==> config.mk <==
export PLATFORM = sky130hd
export DESIGN_NAME = jet_patch_trigger_sum
export DESIGN_NICKNAME = d
export VERILOG_FILES = /design/src/hdl/jpts_pkg.sv /design/src/hdl/jet_patch_trigger_sum.sv /design/src/hdl/jpts_patch_logic.sv
export SDC_FILE = /design/constraint.sdc
export NUM_CORES = 1
export LEC_CHECK = 0
export ABC_AREA = 0
export CAP_MARGIN = 20
export CORE_ASPECT_RATIO = 2
export CORE_UTILIZATION = 60
export CTS_CLUSTER_DIAMETER = 120
export CTS_CLUSTER_SIZE = 12
export DETAILED_ROUTE_END_ITERATION = 7
export DONT_BUFFER_PORTS = 1
export PLACE_DENSITY = 0.76
export SYNTH_ARGS = -nofsm -noshare
export SYNTH_HDL_FRONTEND = slang
export SYNTH_SLANG_ARGS = --single-unit
export TNS_END_PERCENT = 20
==> constraint.sdc <==
create_clock -name clk -period 5.5 [get_ports clk]
set_clock_uncertainty 0.1 [all_clocks]
set_input_delay 0.275 -clock clk [delete_from_list [all_inputs] [get_ports clk]]
set_output_delay 0.275 -clock clk [all_outputs]
set_load 0.1 [all_outputs]
==> src/hdl/jpts_pkg.sv <==
// Shared types and constants for the jet patch trigger sum block.
`timescale 1ns / 1ps

package jpts_pkg;

  localparam int CHAN_W     = 16;
  localparam int NUM_CHAN   = 6;
  localparam int FIELD_W    = 6;
  localparam int HIGH_LSB   = 6;
  localparam int HT_LSB     = 12;
  localparam int HT_W       = 2;
  localparam int SUM_W      = 8;
  localparam int THR_W      = 8;
  localparam int LEVEL_W    = 2;
  localparam int PATCH_W    = 2;
  localparam int IN_DATA_W  = 96;
  localparam int OUT_DATA_W = 40;
  localparam int CFG_IDX_W  = 2;

  localparam logic [THR_W-1:0] THR_RESET = 8'd255;

  // Configuration register indexes.
  typedef enum logic [CFG_IDX_W-1:0] {
    REG_PATCH_THR_0 = 2'd0,
    REG_PATCH_THR_1 = 2'd1,
    REG_PATCH_THR_2 = 2'd2,
    REG_DIJET_THR   = 2'd3
  } reg_index_t;

  // Patch identifiers as reported in selected_patch.
  localparam logic [PATCH_W-1:0] PATCH_A = 2'd1;
  localparam logic [PATCH_W-1:0] PATCH_B = 2'd2;
  localparam logic [PATCH_W-1:0] PATCH_C = 2'd3;

  typedef struct packed {
    logic [THR_W-1:0] patch_thr_0;
    logic [THR_W-1:0] patch_thr_1;
    logic [THR_W-1:0] patch_thr_2;
    logic [THR_W-1:0] dijet_thr;
  } thr_t;

  typedef struct packed {
    logic [SUM_W-1:0]   sum_c;
    logic [SUM_W-1:0]   sum_b;
    logic [SUM_W-1:0]   sum_a;
    logic [HT_W-1:0]    high_tower_bits;
    logic [PATCH_W-1:0] selected_patch;
    logic [FIELD_W-1:0] selected_low_sum;
    logic               dijet_c;
    logic               dijet_b;
    logic               dijet_a;
    logic [LEVEL_W-1:0] threshold_level;
  } result_t;

endpackage

==> src/hdl/jet_patch_trigger_sum.sv <==
// Top level of the jet patch trigger sum block: registers, handshake and packing.
`timescale 1ns / 1ps

// Takes one word of six 16-bit trigger channels per clock and returns one
// result word for each, in order, at a sustained rate of one word per cycle
// while m_tready stays high. A word accepted into the input register passes
// through the combinational patch logic and is loaded into the result
// register once that register is empty or its word is being taken; m_tvalid
// then rises, and the result is taken at an edge where m_tready is high. Each
// register stage holds one word, so up to two words are in flight. s_tready
// stays high while a finished result waits with the input register empty,
// and drops once both registers hold words and m_tready is low.
// The four thresholds reset to 255 and are written through cfg_we, cfg_index
// and cfg_data; write them only while no word is in flight.

module jet_patch_trigger_sum (
  input  logic                             clk,
  input  logic                             rst,
  input  logic                             s_tvalid,
  output logic                             s_tready,
  // channel_0 .. channel_5, 16 bits each, channel_0 lowest
  input  logic [jpts_pkg::IN_DATA_W-1:0]   s_tdata,
  output logic                             m_tvalid,
  input  logic                             m_tready,
  // threshold_level[1:0], dijet_a, dijet_b, dijet_c, selected_low_sum[5:0],
  // selected_patch[1:0], high_tower_bits[1:0], sum_a, sum_b, sum_c, zero pad
  output logic [jpts_pkg::OUT_DATA_W-1:0]  m_tdata,
  input  logic                             cfg_we,
  input  logic [jpts_pkg::CFG_IDX_W-1:0]   cfg_index,
  input  logic [jpts_pkg::THR_W-1:0]       cfg_data
);

  jpts_pkg::thr_t                 thr;
  logic                           in_valid;
  logic [jpts_pkg::IN_DATA_W-1:0] in_data;
  logic                           out_valid;
  logic [jpts_pkg::OUT_DATA_W-1:0] out_data;
  jpts_pkg::result_t              result;
  logic                           out_load;
  logic                           in_load;

  assign out_load = !out_valid || m_tready;
  assign in_load  = !in_valid || out_load;
  assign s_tready = in_load;
  assign m_tvalid = out_valid;
  assign m_tdata  = out_data;

  always_ff @(posedge clk) begin
    if (rst) begin
      thr.patch_thr_0 <= jpts_pkg::THR_RESET;
      thr.patch_thr_1 <= jpts_pkg::THR_RESET;
      thr.patch_thr_2 <= jpts_pkg::THR_RESET;
      thr.dijet_thr   <= jpts_pkg::THR_RESET;
    end else if (cfg_we) begin
      unique case (jpts_pkg::reg_index_t'(cfg_index))
        jpts_pkg::REG_PATCH_THR_0: thr.patch_thr_0 <= cfg_data;
        jpts_pkg::REG_PATCH_THR_1: thr.patch_thr_1 <= cfg_data;
        jpts_pkg::REG_PATCH_THR_2: thr.patch_thr_2 <= cfg_data;
        jpts_pkg::REG_DIJET_THR:   thr.dijet_thr   <= cfg_data;
        default: ;
      endcase
    end
  end

  always_ff @(posedge clk) begin
    if (rst) begin
      in_valid  <= 1'b0;
      out_valid <= 1'b0;
    end else begin
      if (in_load) begin
        in_valid <= s_tvalid;
      end
      if (out_load) begin
        out_valid <= in_valid;
      end
    end
  end

  always_ff @(posedge clk) begin
    if (in_load && s_tvalid) begin
      in_data <= s_tdata;
    end
    if (out_load && in_valid) begin
      out_data <= {1'b0, result};
    end
  end

  jpts_patch_logic u_patch_logic (
    .channels (in_data),
    .thr      (thr),
    .result   (result)
  );

endmodule

==> src/hdl/jpts_patch_logic.sv <==
// Patch sums, threshold compares, low-sum selection and high-tower OR for one word.
`timescale 1ns / 1ps

module jpts_patch_logic (
  input  logic [jpts_pkg::IN_DATA_W-1:0] channels,
  input  jpts_pkg::thr_t                 thr,
  output jpts_pkg::result_t              result
);

  logic [jpts_pkg::CHAN_W-1:0]  chan [jpts_pkg::NUM_CHAN];
  logic [jpts_pkg::FIELD_W-1:0] la, lb, lc;
  logic [jpts_pkg::SUM_W-1:0]   sa, sb, sc;
  logic                         over_0, over_1, over_2;
  logic [jpts_pkg::HT_W-1:0]    ht;

  always_comb begin
    for (int i = 0; i < jpts_pkg::NUM_CHAN; i++) begin
      chan[i] = channels[i*jpts_pkg::CHAN_W +: jpts_pkg::CHAN_W];
    end
  end

  assign la = chan[0][jpts_pkg::FIELD_W-1:0];
  assign lb = chan[3][jpts_pkg::FIELD_W-1:0];
  assign lc = chan[4][jpts_pkg::FIELD_W-1:0];

  assign sa = {2'b00, la}
            + {2'b00, chan[0][jpts_pkg::HIGH_LSB +: jpts_pkg::FIELD_W]}
            + {2'b00, chan[1][jpts_pkg::FIELD_W-1:0]};
  assign sb = {2'b00, lb}
            + {2'b00, chan[3][jpts_pkg::HIGH_LSB +: jpts_pkg::FIELD_W]}
            + {2'b00, chan[2][jpts_pkg::FIELD_W-1:0]};
  assign sc = {2'b00, lc}
            + {2'b00, chan[4][jpts_pkg::HIGH_LSB +: jpts_pkg::FIELD_W]}
            + {2'b00, chan[5][jpts_pkg::FIELD_W-1:0]};

  assign over_0 = (sa > thr.patch_thr_0) || (sb > thr.patch_thr_0) || (sc > thr.patch_thr_0);
  assign over_1 = (sa > thr.patch_thr_1) || (sb > thr.patch_thr_1) || (sc > thr.patch_thr_1);
  assign over_2 = (sa > thr.patch_thr_2) || (sb > thr.patch_thr_2) || (sc > thr.patch_thr_2);

  always_comb begin
    ht = '0;
    for (int i = 0; i < jpts_pkg::NUM_CHAN; i++) begin
      ht = ht | chan[i][jpts_pkg::HT_LSB +: jpts_pkg::HT_W];
    end
  end

  always_comb begin
    result.threshold_level = {1'b0, over_0} + {1'b0, over_1} + {1'b0, over_2};
    result.dijet_a         = sa > thr.dijet_thr;
    result.dijet_b         = sb > thr.dijet_thr;
    result.dijet_c         = sc > thr.dijet_thr;
    result.high_tower_bits = ht;
    result.sum_a           = sa;
    result.sum_b           = sb;
    result.sum_c           = sc;
    // Each patch wins only if it beats the next one round the ring and is not
    // beaten by the previous one; three equal sums fall back to patch A.
    // The fields are six bits wide, so the selected sum never needs saturation.
    if (la > lb && !(lc > la)) begin
      result.selected_patch   = jpts_pkg::PATCH_A;
      result.selected_low_sum = la;
    end else if (lb > lc && !(la > lb)) begin
      result.selected_patch   = jpts_pkg::PATCH_B;
      result.selected_low_sum = lb;
    end else if (lc > la && !(lb > lc)) begin
      result.selected_patch   = jpts_pkg::PATCH_C;
      result.selected_low_sum = lc;
    end else begin
      result.selected_patch   = jpts_pkg::PATCH_A;
      result.selected_low_sum = la;
    end
  end

endmodule

==> results.sh <==
export IMPL_status="complete, but fails checks"
export IMPL_violations="design-rule violations"
export IMPL_use_met2_pct=62.3
export IMPL_p_leak_nw=4.40
export IMPL_synth_edf_count=105
export IMPL_reg2reg_depth=18
export IMPL_htree_levels=4
export IMPL_syn_inst=696
export IMPL_p_int_mw=2.21
export IMPL_arrival_ps=4780
export IMPL_rows=59
export IMPL_cts_buffers=17
export IMPL_endpoint_kind="flop"
export IMPL_grt_pass1_vias=6164
export IMPL_fillers=847
export IMPL_grt_antenna_before_repair=0
export IMPL_p_per_area_nw_per_um2=359
export IMPL_ir_drop_mv=0.271
export IMPL_clk_pin_slew_ps=70
export IMPL_synth_ff_type="edfxtp_1"
export IMPL_worstMarginPinSlew_ps=963
export IMPL_yosysSeqAreaShare_pct=47.2
export IMPL_ant_nets=0
export IMPL_grt_max_degree=67
export IMPL_vias=5785
export IMPL_startpoint_type="flop"
export IMPL_power_frac_comb_pct=24.9
export IMPL_top_usage_layer="met2"
export IMPL_clk_latency_ps=420
export IMPL_reg2reg_slack_ps=790
export IMPL_grt_pass1_wl_um=33300
export IMPL_max_freq_mhz=212
export IMPL_die_h_um=167
export IMPL_postSynth_asyncResetShare_pct=0
export IMPL_seqPwrFrac_pct=42.9
export IMPL_syn_area_per_cell_um2=11.7
export IMPL_cp_startpoint="in_data[1]"
export IMPL_yosys_warnings=0
export IMPL_cts_setup_buffers=0
export IMPL_grt_overflow=0
export IMPL_slew_limit_headroom_pct=35.7
export IMPL_synth_top_area_share_pct=38.8
export IMPL_track_usage_pct=32.7
export IMPL_dr_pass1_iters=8
export IMPL_pin_count=153
export IMPL_use_met3_pct=6.34
export IMPL_worstPathRequired_ps=5560
export IMPL_fin_crit_ps=4710
export IMPL_final_area_um2=9620
export IMPL_synth_nets=958
export IMPL_synth_area_leader_cell="edfxtp_1"
export IMPL_place_congestion=0.928
export IMPL_nNetsFinal=1045
export IMPL_cts_sinks=139
export IMPL_hold_class="in -> reg"
export IMPL_antenna_cells=0
export IMPL_die_w_um=84.3
export IMPL_finalPower_mw=3.45
export IMPL_drt_initial_drc_count=443
export IMPL_viasPerCell=6.10
export IMPL_swShare_pct=36.1
export IMPL_initial_core_util_pct=61.8
export IMPL_core_um2=13100
export IMPL_r2r_start="in_data[1]"
export IMPL_synth_cell_types=44
export IMPL_rsz0062_at_grt="no"
export IMPL_synthTopCellsByArea="edfxtp_1 (39%), ha_1 (20%), dfxtp_1 (8.4%)"
export IMPL_holdPathStages=3
export IMPL_slew_viol_final=0
export IMPL_cp_endpoint="m_tdata[0]"
export IMPL_clockBufferDepth=2
export IMPL_cts_tree="built"
export IMPL_fin_crit_sh_pct=85.7
export IMPL_ys_ff_latch=139
export IMPL_drv_cap=0
export IMPL_avgRoutedWirePerCell_um=23.2
export IMPL_stdcell_count=948
export IMPL_setup_viol=0
export IMPL_area_sequential_um2=3830
export IMPL_ys_top_cells_by_count="ha_1 (129), edfxtp_1 (105), inv_1 (88)"
export IMPL_critPathKind="reg -> reg"
export IMPL_multi_input_area_um2=3920
export IMPL_p_clk_share_pct=32.2
export IMPL_syn2layout_area_growth_pct=18.4
export IMPL_setup_tns_ps=0
export IMPL_p_switching_mw=1.25
export IMPL_hold_viol=0
export IMPL_worstPathMaxFanout=5
export IMPL_port_buffers=0
export IMPL_cts_resized=0
export IMPL_netlist_area_um2=8120
export IMPL_drc=2
export IMPL_drive_above_1_share_pct=5.03
export IMPL_dp_cells=840
export IMPL_dp_hpwl_um=15100
export IMPL_place_area_um2=8290
export IMPL_root_buffer="clkbuf_16"
export IMPL_met1_usage_pct=30.4
export IMPL_die_area_um2=14000
export IMPL_regToRegEndpoint="m_tdata[0]"
export IMPL_yosysMostFrequentCell="ha_1"
export IMPL_wl_um=22000
what timing repair did:
item,CTS,global route
hold buffers,76,0
endpoints found under the hold margin,100,0
endpoints found under the setup margin,0,0
layout make-up:
| class | count | area share, % |
|---|---|---|
| Timing Repair Buffer | 78 | 8.07 |
| Tap cell | 152 | 1.98 |
| Clock inverter | 14 | 1.44 |
| Clock buffer | 18 | 4.46 |
| Multi-Input combinational cell | 459 | 40.7 |
| Inverter | 88 | 3.43 |
| Sequential cell | 139 | 39.9 |
critical path, stage by stage (launching register included):
cell and delay, ps:
edfxtp_1 400, inv_1 190, fa_1 440, inv_1 80
ha_1 160, inv_1 60, fa_1 420, inv_1 80
a21oi_1 70, o21bai_1 210, xor2_1 550, ha_1 370
a21oi_1 180, nor2b_1 60, o21ai_0 160, nand2b_1 80
o22ai_1 250, o211ai_1 160, fa_1 440
layer usage:
metal	routed length, µm	vias to the layer above	share of wire, %
li1	-	2701	-
met1	7210	2758	33
met2	12300	243	56
met3	857	83	3.9
met4	1610	0	7.3
met5	0	-	0
flip-flops by register name (all words and copies together), names as in the netlist:
register	cells
m_tvalid	1
thr	32
in_valid	1
m_tdata	39
in_data	66
cells in the final DEF (no fill, tap or decap), types with 11 or more instances in the layout:
cell	netlist	layout
o211ai_1	13	13
o21ai_0	15	15
fa_1	22	22
nand2b_1	11	11
nand2_1	35	35
a211o_1	15	15
dlygate4sd3_1	0	76
nor2_1	33	33
ha_1	129	129
a21oi_1	48	48
nor2b_1	19	18
nand4_1	21	21
clkbuf_16	0	17
o21a_1	12	12
dfxtp_1	34	34
edfxtp_1	105	105
inv_1	88	88
a21o_1	17	17
power by group through the flow:
stage | Clock, mW | Sequential, mW | Combinational, mW
final | 1.11 | 1.48 | 0.860
after global routing | 1.17 | 1.48 | 0.954
after CTS | 1.11 | 1.48 | 0.838
after detailed placement | 0 | 1.50 | 0.777
after global placement | 0 | 1.50 | 0.715
after floorplan | 0 | 1.48 | 0.563
cells by family (layout without fill, tap and decap cells):
kind of cell               count (synthesis)  after routing  synth area share (%)
AOI/OAI and AO/OA                        148            148                  12.0
buffers and inverters                     98            198                  4.68
and+or+nand+nor                          147            147                  9.46
adders and majority gates                151            151                  25.3
DFF                                      139            139                  47.2
other                                      1              1                0.0462
xor gates and xnor gates                  12             12                  1.29
per-stage QoR:
| step | setup slack [ps] | util, % | hold slack, ps |
|---|---|---|---|
| detailed placement | 898 | 63.1 | 251 |
| finish | 786 | 73.2 | 30.5 |
| global route | 647 | 73.2 | 19.1 |
| CTS | 847 | 73.2 | 16.2 |
| floorplan | 1590 | - | 269 |
| global placement | 1060 | 63.1 | 250 |
how the worst min path moves through the flow:
stage / start / endpoint / slack [ps]
finish: cfg_index[0] / thr[8] / 30
CTS: m_tready / m_tvalid / 20
floorplan: rst / thr[24] / 270
global placement: rst / m_tvalid / 250
global route: cfg_index[0] / thr[8] / 20
detailed placement: rst / m_tvalid / 250
Note: power is estimated with default switching activity, not from simulation.
